<file path="config.mk">
export PLATFORM = sky130hd
export DESIGN_NAME = tls_record_hello_metadata_parser_top
export DESIGN_NICKNAME = d
export VERILOG_FILES = /design/src/hw/rtl/tlsp_pkg.sv /design/src/hw/rtl/tls_record_hello_metadata_parser_top.sv /design/src/hw/rtl/tlsp_parse_core.sv /design/src/hw/rtl/tlsp_out_ser.sv
export SDC_FILE = /design/constraint.sdc
export NUM_CORES = 2
export LEC_CHECK = 0
export BUFFER_PORTS_ARGS = -buffer_cell sky130_fd_sc_hd__buf_2
export CORE_MARGIN = 2
export CORE_UTILIZATION = 50
export CTS_BUF_LIST = sky130_fd_sc_hd__clkbuf_4
export DETAILED_ROUTE_END_ITERATION = 6
export PLACE_DENSITY_LB_ADDON = 0.08
export SYNTH_ARGS = -nofsm -noshare
export SYNTH_HDL_FRONTEND = slang
export SYNTH_SLANG_ARGS = --single-unit
export TNS_END_PERCENT = 100
</file>
<file path="constraint.sdc">
create_clock -name clk_i -period 13.1 [get_ports clk_i]
set_clock_uncertainty 0.1 [all_clocks]
set_input_delay 1.31 -clock clk_i [delete_from_list [all_inputs] [get_ports clk_i]]
set_output_delay 1.31 -clock clk_i [all_outputs]
set_load 0.1 [all_outputs]
</file>
<file path="src/hw/rtl/tlsp_pkg.sv">
// Shared types, constants and helpers of the TLS record parser.
// No dependencies.
package tlsp_pkg;

  localparam int unsigned LengthBitsDef = 16;
  localparam int unsigned MaxEvents     = 4;

  localparam logic [7:0]  CtMin       = 8'd20;
  localparam logic [7:0]  CtMax       = 8'd23;
  localparam logic [7:0]  CtHandshake = 8'd22;
  localparam logic [15:0] ExtSupVer   = 16'h002b;
  localparam logic [15:0] ExtAlpn     = 16'h0010;
  localparam logic [15:0] ExtSni      = 16'h0000;
  localparam logic [23:0] ChMin       = 24'(2 + 32 + 1);
  localparam logic [23:0] ShMin       = 24'(2 + 32 + 1 + 2 + 1);
  localparam logic [7:0]  MsgClientHello = 8'd1;
  localparam logic [7:0]  MsgServerHello = 8'd2;
  localparam logic [15:0] SniLimit    = 16'd256;
  localparam logic [7:0]  AlpnLimit   = 8'd64;

  typedef enum logic [2:0] {
    EV_RECORD  = 3'd0,
    EV_SNI     = 3'd1,
    EV_ALPN    = 3'd2,
    EV_CHELLO  = 3'd3,
    EV_SHELLO  = 3'd4,
    EV_STOP    = 3'd5,
    EV_PKTDONE = 3'd6
  } ev_kind_e;

  typedef enum logic [30:0] {
    PH_HDR      = 31'd1 << 0,
    PH_DRAIN    = 31'd1 << 1,
    PH_RSKIP    = 31'd1 << 2,
    PH_HHDR     = 31'd1 << 3,
    PH_HSKIP    = 31'd1 << 4,
    PH_MSKIP    = 31'd1 << 5,
    PH_CFIX     = 31'd1 << 6,
    PH_CSIDLEN  = 31'd1 << 7,
    PH_CSID     = 31'd1 << 8,
    PH_CCSLEN   = 31'd1 << 9,
    PH_CCS      = 31'd1 << 10,
    PH_CCOMPLEN = 31'd1 << 11,
    PH_CCOMP    = 31'd1 << 12,
    PH_CEXTLEN  = 31'd1 << 13,
    PH_SVER     = 31'd1 << 14,
    PH_SRAND    = 31'd1 << 15,
    PH_SSIDLEN  = 31'd1 << 16,
    PH_SSID     = 31'd1 << 17,
    PH_SCIPH    = 31'd1 << 18,
    PH_SCOMP    = 31'd1 << 19,
    PH_SEXTLEN  = 31'd1 << 20,
    PH_XHDR     = 31'd1 << 21,
    PH_XSKIP    = 31'd1 << 22,
    PH_NLIST    = 31'd1 << 23,
    PH_NTYPE    = 31'd1 << 24,
    PH_NLEN     = 31'd1 << 25,
    PH_NNAME    = 31'd1 << 26,
    PH_ALIST    = 31'd1 << 27,
    PH_ALEN     = 31'd1 << 28,
    PH_ANAME    = 31'd1 << 29,
    PH_VSEL     = 31'd1 << 30
  } phase_e;

  typedef struct packed {
    ev_kind_e    kind;
    logic [7:0]  ct;
    logic [23:0] len;
    logic [7:0]  nb;
    logic        fits;
    logic        reason;
  } ev_t;

  typedef struct packed {
    ev_t [MaxEvents-1:0] ev;
    logic [2:0]          cnt;
    logic [15:0]         ver;
    logic [15:0]         ciph;
    logic [2:0]          flags;
  } bundle_t;

  function automatic bundle_t push_ev(bundle_t b, ev_kind_e kind, logic [7:0] ct,
                                      logic [23:0] len, logic [7:0] nb,
                                      logic fits, logic reason);
    bundle_t r;
    r = b;
    if (r.cnt < 3'(MaxEvents)) begin
      r.ev[r.cnt[1:0]].kind   = kind;
      r.ev[r.cnt[1:0]].ct     = ct;
      r.ev[r.cnt[1:0]].len    = len;
      r.ev[r.cnt[1:0]].nb     = nb;
      r.ev[r.cnt[1:0]].fits   = fits;
      r.ev[r.cnt[1:0]].reason = reason;
      r.cnt = r.cnt + 3'd1;
    end
    return r;
  endfunction

endpackage

</file>
<file path="src/hw/rtl/tls_record_hello_metadata_parser_top.sv">
// The first result of a byte is offered in the cycle after the byte is taken.
// Throughput: one byte per cycle unless results back up; a byte causing k results
// (k up to 3) holds the input while the result register drains them in order, and
// a byte causing no result holds nothing. Reset clears all parse state; bytes are
// not parsed until a byte with packet_start arrives.
module tls_record_hello_metadata_parser_top
  import tlsp_pkg::*;
#(
  parameter int unsigned LENGTH_BITS = LengthBitsDef
) (
  input  logic        clk_i,
  input  logic        rst_ni,
  input  logic        s_axis_tvalid_i,
  output logic        s_axis_tready_o,
  input  logic [23:0] s_axis_tdata_i,   // payload_byte[7:0], packet_length[23:8]
  input  logic        s_axis_tuser_i,   // packet_start
  input  logic        s_axis_tlast_i,   // packet_end
  output logic        m_axis_tvalid_o,
  input  logic        m_axis_tready_i,
  // rec_type[7:0], length_value[31:8], name_byte[39:32], version_code[55:40],
  // cipher_code[71:56], version_seen[72], sni_seen[73], alpn_seen[74],
  // record_fits[75], stop_reason[76], zero fill[79:77]
  output logic [79:0] m_axis_tdata_o,
  output logic [2:0]  m_axis_tuser_o,   // event_kind
  output logic        m_axis_tlast_o    // run_last
);

  bundle_t bnd, held;
  ev_t     ev;
  logic    free, req, last;

  assign s_axis_tready_o = free;
  assign req = s_axis_tvalid_i && free;

  tlsp_parse_core #(.LENGTH_BITS(LENGTH_BITS)) u_core (
    .clk_i    (clk_i),
    .rst_ni   (rst_ni),
    .req_i    (req),
    .byte_i   (s_axis_tdata_i[7:0]),
    .start_i  (s_axis_tuser_i),
    .plen_i   (s_axis_tdata_i[23:8]),
    .end_i    (s_axis_tlast_i),
    .bundle_o (bnd)
  );

  tlsp_out_ser u_ser (
    .clk_i    (clk_i),
    .rst_ni   (rst_ni),
    .load_i   (req),
    .bundle_i (bnd),
    .free_o   (free),
    .valid_o  (m_axis_tvalid_o),
    .ready_i  (m_axis_tready_i),
    .ev_o     (ev),
    .held_o   (held),
    .last_o   (last)
  );

  assign m_axis_tuser_o = ev.kind;
  assign m_axis_tlast_o = last;
  assign m_axis_tdata_o = {3'b000, ev.reason, ev.fits, held.flags[2], held.flags[1],
                           held.flags[0], held.ciph, held.ver, ev.nb, ev.len, ev.ct};

endmodule

</file>
<file path="src/hw/rtl/tlsp_parse_core.sv">
// Parse state and per-byte next-state logic of the TLS record parser.
// Depends on tlsp_pkg; produces one event bundle per accepted byte.
module tlsp_parse_core
  import tlsp_pkg::*;
#(
  parameter int unsigned LENGTH_BITS = LengthBitsDef
) (
  input  logic        clk_i,
  input  logic        rst_ni,
  input  logic        req_i,
  input  logic [7:0]  byte_i,
  input  logic        start_i,
  input  logic [15:0] plen_i,
  input  logic        end_i,
  output bundle_t     bundle_o
);

  logic [LENGTH_BITS-1:0] pkt_q, pkt_d;
  phase_e      ph_q, ph_d;
  logic [15:0] rec_q, rec_d;
  logic [31:0] hs_q, hs_d;
  logic [7:0]  fc_q, fc_d;
  logic [23:0] msg_q, msg_d;
  logic [15:0] ebl_q, ebl_d;
  logic [15:0] ext_q, ext_d;
  logic [15:0] et_q, et_d;
  logic [15:0] nbl_q, nbl_d;
  logic [15:0] ver_q, ver_d;
  logic [15:0] ciph_q, ciph_d;
  logic [2:0]  flags_q, flags_d;
  logic        stop_q, stop_d;
  logic [23:0] hl_q, hl_d;

  function automatic logic in_rec(phase_e p);
    logic [30:0] v;
    v = p;
    return |v[30:2];
  endfunction
  function automatic logic in_msg(phase_e p);
    logic [30:0] v;
    v = p;
    return |v[30:5];
  endfunction
  function automatic logic in_block(phase_e p);
    logic [30:0] v;
    v = p;
    return |v[30:21];
  endfunction
  function automatic logic in_ext(phase_e p);
    logic [30:0] v;
    v = p;
    return |v[30:22];
  endfunction

  always_comb begin
    bundle_t     bnd;
    logic [7:0]  t;
    logic [15:0] v16;
    logic [23:0] v24;
    phase_e      p0;
    bnd     = '0;
    t       = '0;
    v16     = '0;
    v24     = '0;
    p0      = ph_q;
    pkt_d   = pkt_q;   ph_d   = ph_q;   rec_d = rec_q;  hs_d  = hs_q;
    fc_d    = fc_q;    msg_d  = msg_q;  ebl_d = ebl_q;  ext_d = ext_q;
    et_d    = et_q;    nbl_d  = nbl_q;  ver_d = ver_q;  ciph_d = ciph_q;
    flags_d = flags_q; stop_d = stop_q; hl_d  = hl_q;

    if (start_i) begin
      pkt_d = plen_i[LENGTH_BITS-1:0];
      ph_d  = (16'(pkt_d) < 16'd5) ? PH_DRAIN : PH_HDR;
      rec_d = '0; hs_d = '0; fc_d = '0; msg_d = '0; ebl_d = '0; ext_d = '0;
      et_d  = '0; nbl_d = '0; ver_d = '0; ciph_d = '0; flags_d = '0;
      stop_d = 1'b0; hl_d = '0;
    end

    if (pkt_d != '0) begin
      pkt_d = pkt_d - {{(LENGTH_BITS-1){1'b0}}, 1'b1};
      if (!stop_d && ph_d != PH_DRAIN) begin
        p0 = ph_d;
        if (in_rec(p0) && rec_d != '0) rec_d = rec_d - 16'd1;
        if (in_msg(p0) && msg_d != '0) msg_d = msg_d - 24'd1;
        if (in_block(p0) && ebl_d != '0) ebl_d = ebl_d - 16'd1;
        if (in_ext(p0) && ext_d != '0) ext_d = ext_d - 16'd1;

        case (ph_d)
          PH_HDR: begin
            if (fc_d == 8'd0) hs_d = {byte_i, 24'd0};
            else if (fc_d >= 8'd3) hs_d = {hs_d[31:24], hs_d[15:0], byte_i};
            if (fc_d < 8'd4) begin
              fc_d = fc_d + 8'd1;
            end else begin
              fc_d = '0;
              t    = hs_d[31:24];
              v16  = hs_d[15:0];
              if (t < CtMin || t > CtMax) begin
                bnd = push_ev(bnd, EV_STOP, t, 24'(v16), 8'd0, 1'b0, 1'b0);
                stop_d = 1'b1; ph_d = PH_DRAIN;
              end else if (v16 > 16'(pkt_d)) begin
                bnd = push_ev(bnd, EV_RECORD, t, 24'(v16), 8'd0, 1'b0, 1'b0);
                bnd = push_ev(bnd, EV_STOP, t, 24'(v16), 8'd0, 1'b0, 1'b1);
                stop_d = 1'b1; ph_d = PH_DRAIN;
              end else begin
                bnd = push_ev(bnd, EV_RECORD, t, 24'(v16), 8'd0, 1'b1, 1'b0);
                rec_d = v16;
                ph_d  = (t == CtHandshake) ? PH_HHDR : PH_RSKIP;
              end
            end
          end
          PH_HHDR: begin
            if (fc_d == 8'd0) hs_d = {byte_i, 24'd0};
            else hs_d = {hs_d[31:24], hs_d[15:0], byte_i};
            if (fc_d < 8'd3) begin
              fc_d = fc_d + 8'd1;
            end else begin
              fc_d = '0;
              v24  = hs_d[23:0];
              if (v24 > 24'(rec_d)) begin
                ph_d = PH_HSKIP;
              end else begin
                msg_d = v24; hl_d = v24;
                t = hs_d[31:24];
                if (t == MsgClientHello && v24 >= ChMin) ph_d = PH_CFIX;
                else if (t == MsgServerHello && v24 >= ShMin) ph_d = PH_SVER;
                else ph_d = PH_MSKIP;
              end
            end
          end
          PH_CFIX: begin
            fc_d = fc_d + 8'd1;
            if (fc_d >= 8'd34) begin fc_d = '0; ph_d = PH_CSIDLEN; end
          end
          PH_CSIDLEN: begin
            nbl_d = 16'(byte_i); fc_d = '0;
            ph_d  = (byte_i != 8'd0) ? PH_CSID : PH_CCSLEN;
          end
          PH_CCOMPLEN: begin
            nbl_d = 16'(byte_i); fc_d = '0;
            ph_d  = (byte_i != 8'd0) ? PH_CCOMP : PH_CEXTLEN;
          end
          PH_CSID, PH_CCS, PH_CCOMP, PH_SSID: begin
            if (nbl_d != '0) nbl_d = nbl_d - 16'd1;
            if (nbl_d == '0) begin
              fc_d = '0;
              case (ph_d)
                PH_CSID:  ph_d = PH_CCSLEN;
                PH_CCS:   ph_d = PH_CCOMPLEN;
                PH_CCOMP: ph_d = PH_CEXTLEN;
                default:  ph_d = PH_SCIPH;
              endcase
            end
          end
          PH_CCSLEN: begin
            hs_d = {hs_d[31:24], hs_d[15:0], byte_i};
            if (fc_d == 8'd0) begin
              fc_d = 8'd1;
            end else begin
              nbl_d = hs_d[15:0]; fc_d = '0;
              ph_d  = (hs_d[15:0] != '0) ? PH_CCS : PH_CCOMPLEN;
            end
          end
          PH_CEXTLEN, PH_SEXTLEN: begin
            hs_d = {hs_d[31:24], hs_d[15:0], byte_i};
            if (fc_d == 8'd0) begin
              fc_d = 8'd1;
            end else begin
              fc_d = '0;
              v16  = hs_d[15:0];
              if (24'(v16) > msg_d) ph_d = PH_MSKIP;
              else begin ebl_d = v16; ph_d = PH_XHDR; end
            end
          end
          PH_SVER: begin
            hs_d = {hs_d[31:24], hs_d[15:0], byte_i};
            if (fc_d == 8'd0) begin
              fc_d = 8'd1;
            end else begin
              fc_d = '0; ver_d = hs_d[15:0]; flags_d[0] = 1'b1; ph_d = PH_SRAND;
            end
          end
          PH_SRAND: begin
            fc_d = fc_d + 8'd1;
            if (fc_d >= 8'd32) begin fc_d = '0; ph_d = PH_SSIDLEN; end
          end
          PH_SSIDLEN: begin
            if (24'(byte_i) > msg_d) begin
              ph_d = PH_MSKIP;
            end else begin
              nbl_d = 16'(byte_i); fc_d = '0;
              ph_d  = (byte_i != 8'd0) ? PH_SSID : PH_SCIPH;
            end
          end
          PH_SCIPH: begin
            hs_d = {hs_d[31:24], hs_d[15:0], byte_i};
            if (fc_d == 8'd0) begin
              fc_d = 8'd1;
            end else begin
              fc_d = '0; ciph_d = hs_d[15:0]; ph_d = PH_SCOMP;
            end
          end
          PH_SCOMP: begin
            ph_d = PH_SEXTLEN; fc_d = '0;
          end
          PH_XHDR: begin
            hs_d = {hs_d[31:24], hs_d[15:0], byte_i};
            fc_d = fc_d + 8'd1;
            if (fc_d == 8'd2) et_d = hs_d[15:0];
            if (fc_d >= 8'd4) begin
              fc_d = '0;
              v16  = hs_d[15:0];
              if (v16 > ebl_d) begin
                ph_d = PH_MSKIP;
              end else begin
                ext_d = v16;
                t     = hs_d[31:24];
                ph_d  = PH_XSKIP;
                if (t == MsgClientHello) begin
                  if (et_d == ExtSni && v16 >= 16'd5) ph_d = PH_NLIST;
                  else if (et_d == ExtAlpn && v16 >= 16'd2) ph_d = PH_ALIST;
                end else if (t == MsgServerHello && et_d == ExtSupVer && v16 >= 16'd2) begin
                  ph_d = PH_VSEL;
                end
              end
            end
          end
          PH_NLIST: begin
            hs_d = {hs_d[31:24], hs_d[15:0], byte_i};
            if (fc_d == 8'd0) begin
              fc_d = 8'd1;
            end else begin
              fc_d = '0;
              ph_d = (hs_d[15:0] >= 16'd3) ? PH_NTYPE : PH_XSKIP;
            end
          end
          PH_NTYPE: begin
            hs_d = {hs_d[31:24], hs_d[15:0], byte_i};
            ph_d = PH_NLEN; fc_d = '0;
          end
          PH_NLEN: begin
            hs_d = {hs_d[31:24], hs_d[15:0], byte_i};
            if (fc_d == 8'd0) begin
              fc_d = 8'd1;
            end else begin
              fc_d = '0;
              t    = hs_d[23:16];
              v16  = hs_d[15:0];
              // name must sit wholly inside its extension
              if (t == 8'd0 && v16 != '0 && v16 < SniLimit && v16 <= ext_d) begin
                nbl_d = v16; ph_d = PH_NNAME;
              end else begin
                ph_d = PH_XSKIP;
              end
            end
          end
          PH_NNAME, PH_ANAME: begin
            if (ph_d == PH_NNAME) begin
              flags_d[1] = 1'b1;
              bnd = push_ev(bnd, EV_SNI, 8'd0, 24'd0, byte_i, 1'b0, 1'b0);
            end else begin
              flags_d[2] = 1'b1;
              bnd = push_ev(bnd, EV_ALPN, 8'd0, 24'd0, byte_i, 1'b0, 1'b0);
            end
            if (nbl_d != '0) nbl_d = nbl_d - 16'd1;
            if (nbl_d == '0) ph_d = PH_XSKIP;
          end
          PH_ALIST: begin
            hs_d = {hs_d[31:24], hs_d[15:0], byte_i};
            if (fc_d == 8'd0) begin
              fc_d = 8'd1;
            end else begin
              fc_d = '0;
              v16  = hs_d[15:0];
              if (v16 != '0 && v16 <= ext_d) begin nbl_d = v16; ph_d = PH_ALEN; end
              else ph_d = PH_XSKIP;
            end
          end
          PH_ALEN: begin
            if (byte_i != 8'd0 && byte_i < AlpnLimit && 16'(byte_i) < nbl_d) begin
              nbl_d = 16'(byte_i); ph_d = PH_ANAME;
            end else begin
              ph_d = PH_XSKIP;
            end
          end
          PH_VSEL: begin
            hs_d = {hs_d[31:24], hs_d[15:0], byte_i};
            if (fc_d == 8'd0) begin
              fc_d = 8'd1;
            end else begin
              fc_d = '0; ver_d = hs_d[15:0]; ph_d = PH_XSKIP;
            end
          end
          default: ;
        endcase

        // unwind finished containers, innermost first
        if (in_ext(ph_d) && ext_d == '0) begin ph_d = PH_XHDR; fc_d = '0; end
        if (in_block(ph_d) && ebl_d == '0) ph_d = PH_MSKIP;
        if (ph_d == PH_XHDR && fc_d == '0 && ebl_d < 16'd4) ph_d = PH_MSKIP;
        if (in_msg(ph_d) && msg_d == '0) begin
          t = hs_d[31:24];
          if (t == MsgClientHello) bnd = push_ev(bnd, EV_CHELLO, 8'd0, hl_d, 8'd0, 1'b0, 1'b0);
          else if (t == MsgServerHello)
            bnd = push_ev(bnd, EV_SHELLO, 8'd0, hl_d, 8'd0, 1'b0, 1'b0);
          ph_d = PH_HHDR; fc_d = '0;
        end
        if (ph_d == PH_HHDR && fc_d == '0 && rec_d < 16'd4) ph_d = PH_HSKIP;
        if (in_rec(ph_d) && rec_d == '0) begin ph_d = PH_HDR; fc_d = '0; end
        if (ph_d == PH_HDR && fc_d == '0 && 16'(pkt_d) < 16'd5) ph_d = PH_DRAIN;
      end
    end

    if (end_i) begin
      bnd   = push_ev(bnd, EV_PKTDONE, 8'd0, 24'd0, 8'd0, 1'b0, 1'b0);
      ph_d  = PH_DRAIN;
      pkt_d = '0;
    end

    bnd.ver   = ver_d;
    bnd.ciph  = ciph_d;
    bnd.flags = flags_d;
    bundle_o  = bnd;
  end

  always_ff @(posedge clk_i or negedge rst_ni) begin
    if (!rst_ni) begin
      pkt_q <= '0; ph_q <= PH_DRAIN; rec_q <= '0; hs_q <= '0; fc_q <= '0;
      msg_q <= '0; ebl_q <= '0; ext_q <= '0; et_q <= '0; nbl_q <= '0;
      ver_q <= '0; ciph_q <= '0; flags_q <= '0; stop_q <= 1'b0; hl_q <= '0;
    end else if (req_i) begin
      pkt_q <= pkt_d; ph_q <= ph_d; rec_q <= rec_d; hs_q <= hs_d; fc_q <= fc_d;
      msg_q <= msg_d; ebl_q <= ebl_d; ext_q <= ext_d; et_q <= et_d; nbl_q <= nbl_d;
      ver_q <= ver_d; ciph_q <= ciph_d; flags_q <= flags_d; stop_q <= stop_d;
      hl_q <= hl_d;
    end
  end

endmodule

</file>
<file path="src/hw/rtl/tlsp_out_ser.sv">
// Result register and serializer: holds one event bundle, hands out its events.
// Depends on tlsp_pkg.
module tlsp_out_ser
  import tlsp_pkg::*;
(
  input  logic    clk_i,
  input  logic    rst_ni,
  input  logic    load_i,
  input  bundle_t bundle_i,
  output logic    free_o,
  output logic    valid_o,
  input  logic    ready_i,
  output ev_t     ev_o,
  output bundle_t held_o,
  output logic    last_o
);

  bundle_t    bnd_q;
  logic [1:0] idx_q;
  logic       valid_q;
  logic       take;

  assign ev_o    = bnd_q.ev[idx_q];
  assign held_o  = bnd_q;
  assign last_o  = ({1'b0, idx_q} + 3'd1) == bnd_q.cnt;
  assign valid_o = valid_q;
  assign take    = valid_q && ready_i;
  // next request may enter while the final event of the current one leaves
  assign free_o  = !valid_q || (take && last_o);

  always_ff @(posedge clk_i or negedge rst_ni) begin
    if (!rst_ni) begin
      valid_q <= 1'b0;
      idx_q   <= '0;
    end else if (load_i) begin
      valid_q <= bundle_i.cnt != 3'd0;
      idx_q   <= '0;
    end else if (take) begin
      if (last_o) valid_q <= 1'b0;
      else idx_q <= idx_q + 2'd1;
    end
  end

  always_ff @(posedge clk_i) begin
    if (load_i) bnd_q <= bundle_i;
  end

endmodule

</file>
Word level (Yosys, flattened, before mapping)
Index checks and enable logic that the tools add are counted.
Widths: inputs -> output; s select.
- add/subtract/negate cells: 12
- order comparisons: 36
- equal/unequal tests: 42
- muxes and demuxes: 298
- reductions and logical operators: 78
- operators by type and width (cell ; number):
    $bwmux 180 ; 24
    $mux 218 ; 11
    $demux 45 s2 ; 18
    $mux 31 ; 49
    $mux 16 ; 72
    $mux 183 ; 4
    $pmux 31 s21 ; 1
    $mux 24 ; 20
    $pmux 218 s2 ; 1
    $mux 32 ; 13
    $mux 48 ; 6
    $mux 45 ; 4
    $mux 8 ; 19
    $pmux 16 s8 ; 1
    $mux 42 ; 3
    $mux 34 ; 3
    $logic_not 16->1 ; 6
    $pmux 32 s3 ; 1
    $reduce_bool 16->1 ; 6
    $bmux 45 s2 ; 1
    $mux 82 ; 1
    $sub 16x1->16 const B ; 5
    $pmux 8 s9 ; 1
    $lt 16x3->1 const B ; 4
    93 further kinds ; 192
- flip-flop bits (word level): 472
- input bits: 30
- output and inout bits: 86
- logic and storage cells: 511

Longest topological paths before layout
- word-level depth: 61
- depth in mapped cells: 49
- mapped depth without buffers: 29

By module
A second synthesis with hierarchy kept.
- cell total of the unflattened synthesis: 3479
- area total of the unflattened synthesis: 31572.8 um2
- by module, submodules not included (module ; instances ; cells an instance ; area an instance (um2) ; seq. area each (um2)):
    tlsp_parse_core ; 1 ; 3172 ; 23596.4 ; 6082.1
    tlsp_out_ser ; 1 ; 302 ; 7943.9 ; 6621.4
    tls_record_hello_metadata_parser_top ; 1 ; 5 ; 32.5 ; 0.0

Worst setup path before layout
No wires, ideal clock.
- kind: input port to flip-flop
- start: input port s_axis_tuser_i
- end: register u_ser.bnd_q (netlist bit u_ser.held_o[64]), data pin
- library setup time: 0.255 ns
- arrival: 10.031 ns
- required time: 12.745 ns
- slack: 2.715 ns
- stages on the path: 44
- buffers on the path: 21
- path through: buf_6 buf_6 buf_6 buf_6 buf_6 buf_6 buf_4 buf_4 buf_4 buf_4 buf_2 buf_4 clkbuf_1 clkbuf_1 buf_1 clkbuf_1 nor2b_1 inv_1 [8 not listed] ha_1 a21oi_1 a21oi_1 a2111oi_0 o21a_1 and2_1 clkbuf_1 o21ai_0 or3_1 a211o_1 nor3_1 nand3_1 nand3b_1 ha_1 inv_1 o311ai_0 nor2_1 and2_1
- RTL lines (element ; line ; source):
    start, declared ; tls_record_hello_metadata_parser_top.sv:16 ; input logic s_axis_tuser_i,
    end signal, assigned ; tlsp_out_ser.sv:45 ; if (load_i) bnd_q <= bundle_i;
    end, declared ; tlsp_out_ser.sv:18 ; bundle_t bnd_q;

==> impl_metrics.ini <==
[timing]
fin_tns_setup_ns = 0
finalCritPeriodShare_pct = 70.0
slew_headroom_pct = 18.4
finalMaxSlewViolations = 0
setup_violations = 0
fin_crit_ns = 9.17
rsz0062_at_grt = no
max_freq_mhz = 109
final_hold_viol_count = 0
worst_pin_slew_ns = 1.21

[layout]
design_area_mm2 = 0.0323
final_nets = 3563
n_fill_cell = 5456
drive_above_1_share_pct = 15.6
syn_to_final_growth_pct = 8.71
post-route-util_pct = 54.8

[clock_tree]
holdBufCountCts = 0
postCtsSetupRepairBufs = 0
cts_tree = done
root_buffer = clkbuf_4
postCtsResizedCells = 0
clock-sinks = 418
clk_path_buf_depth = 3
cts_buffers = 114
cts_max_level = 3
clk_pin_slew_ns = 0.06
clkLatencyLatePin_ns = 0.97

[setup_path]
max_stage_delay_ns = 0.83
required_ns = 13.62
slowest_stage = o311ai_0
criticalPathCategory = in2reg
end_kind = flop
path_delay_family = compound AO/OA/AOI/OAI gates
worstPathMaxFanout = 63
cp.buffers_inverters = 5
setup.worst_path.start_class = input port
worstPathArrival_ns = 9.70

[logic_synthesis]
syn_area_per_cell_um2 = 8.87
synth_top_cell_by_area = dfrtp_1
synth_cell_types = 109
synthArstFlopShare_pct = 58.9
synth_edf_count = 172
yosysTopAreaCellShare_pct = 20.7
ys_ff_latch = 418
yosysSeqAreaShare_pct = 38.1
ys_top_cells_by_count = nand2_1, nor2_1, dfrtp_1
ys.flop_type = dfrtp_1
synth.most_common_cell = nand2_1
yosys_warnings = 0
syn_area_mm2 = 0.0297
synth_area_leaders = dfrtp_1, edfxtp_1, nand2_1, ha_1, nor2_1
synth_cells = 3348

[floorplan]
core_mm2 = 0.0589
placementRows = 89
start_util_pct = 50.4
die_area_mm2 = 0.0613
die_h_um = 248
io_pins = 116
die_w_um = 248

[drt]
ant_nets = 0
wl_mm = 120
wl_per_cell_um = 27.8
drt_iter0_drc = 3124
dr.pass1.iters = 7
drc = 2
vias_per_cell = 6.76
num_vias = 29027

[placement]
post_dp_cell_area_mm2 = 0.0308
dp_hpwl_mm = 86.2
routabilityCongestion = 1.05
io_buffers = 112

[global_routing]
grt_pass1_vias = 27681
grt_first_pass_wirelength_mm = 177
antenna_found_initial = 4
grt_overflow_total = 0
grt_max_degree = 97
grt.total_usage_pct = 38.6

[worst_hold_path]
min_path_type = in2async

[power_and_ir_drop]
fin_total_pwr_uw = 7840
p_leak_uw = 0.0134
ir_drop_mv = 0.309
p_per_area_mw_per_mm2 = 243

[outcome]
violations = DRC
status = complete, but fails checks

[run]
maxCapViolations = 0
-- cells in the final DEF (no fill, tap or decap), types with 30 or more instances in the layout --
| master | count |
|---|---|
| nand2_1 | 391 |
| nor2_1 | 330 |
| dfrtp_1 | 244 |
| o21ai_0 | 230 |
| clkbuf_4 | 177 |
| edfxtp_1 | 172 |
| a21oi_1 | 158 |
| nor3_1 | 127 |
| buf_2 | 110 |
| ha_1 | 108 |
| buf_4 | 89 |
| inv_1 | 87 |
| a22o_1 | 84 |
| nand3_1 | 75 |
| and2_1 | 63 |
| a22oi_1 | 61 |
| mux2i_1 | 60 |
| nor4_1 | 56 |
| nor2b_1 | 48 |
| nand4_1 | 45 |
| a21o_1 | 44 |
| and3_1 | 42 |
| a31oi_1 | 40 |
| xnor2_1 | 31 |
| or4_1 | 30 |
| or3_1 | 30 |
-- logic make-up (layout without fill, tap and decap cells) --
family,after synthesis,count (layout),share of synthesized area [%]
flip-flops,418,418,38.1
other,1,10,0.0126
adder cells (fa/ha/maj),108,108,4.55
AO/OA/AOI/OAI,932,932,21.5
buffers and inverters,339,506,5.40
XOR/XNOR,47,47,1.39
AND/OR/NAND/NOR,1390,1390,24.0
multiplexers,113,113,5.06
-- registers in the layout, indices dropped and copies added, names as in the netlist --
| register | count |
|---|---|
| u_core.hl_q | 24 |
| u_core.nbl_q | 16 |
| u_core.ver_q | 16 |
| u_core.ph_q | 31 |
| u_core.ebl_q | 16 |
| u_ser.valid_o | 1 |
| u_core.stop_q | 1 |
| u_core.hs_q | 24 |
| u_core.pkt_q | 16 |
| u_core.fc_q | 8 |
| u_core.rec_q | 16 |
| u_core.ext_q | 16 |
| u_ser.idx_q | 2 |
| u_core.et_q | 16 |
| u_core.msg_q | 24 |
| u_ser.held_o | 172 |
| u_core.ciph_q | 16 |
| u_core.flags_q | 3 |
-- metrics by stage --
step	worst slack (ns)	std cells	hold WS [ns]
after global routing	3.32	4295	0.234
after floorplan	2.71	3354	0.346
after CTS	4.17	4294	0.187
final	3.93	4297	0.182
after global placement	3.47	4082	0.358
after detailed placement	3.23	4082	0.362
-- final cells by class --
class / instances / area (um2) / share of cell area, %
Tap cell: 773 / 967 / 3.00
Multi-Input combinational cell: 2597 / 16800 / 52.2
Timing Repair Buffer: 202 / 1270 / 3.93
Inverter: 92 / 355 / 1.10
Clock inverter: 35 / 181 / 0.562
Clock buffer: 177 / 1330 / 4.12
Sequential cell: 418 / 11300 / 35.1
Antenna cell: 3 / 7.51 / 0.0233
-- where the power goes --
| group | leakage (uW) | total [uW] | switching (uW) | internal [uW] |
|---|---|---|---|---|
| Combinational | 0.00743 | 4710 | 3410 | 1310 |
| Sequential | 0.00506 | 1900 | 253 | 1640 |
| Clock | 0.000904 | 1240 | 601 | 634 |
-- metal layers --
| layer | track usage [%] | share of wire (%) | vias to the layer above |
|---|---|---|---|
| li1 | - | - | 12761 |
| met1 | 49.6 | 39 | 14095 |
| met2 | 60.2 | 45 | 1738 |
| met3 | 7.28 | 9.6 | 429 |
| met4 | 24.2 | 6.8 | 4 |
| met5 | 0 | 0.023 | - |
-- worst paths after layout --
kind | startpoint | end | slack, ns | cells past startpoint
max | s_axis_tuser_i | u_ser.held_o[69]$_DFFE_PP_ | 3.93 | 30
min in group clk_i | u_core.ver_q[14]$_DFFE_PN0P_ | u_core.ver_q[14]$_DFFE_PN0P_ | 0.38 | 2
min reg2reg | u_core.ver_q[14]$_DFFE_PN0P_ | u_core.ver_q[14]$_DFFE_PN0P_ | 0.38 | 2
max in group asynchronous | rst_ni | u_core.rec_q[7]$_DFFE_PN0P_ | 10.45 | 3
max reg2reg | u_core.ph_q[21]$_DFFE_PN0P_ | u_ser.held_o[104]$_DFFE_PP_ | 4.07 | 24
min | rst_ni | u_core.ebl_q[6]$_DFFE_PN0P_ | 0.18 | 1
(Power assumes the default switching activity.)
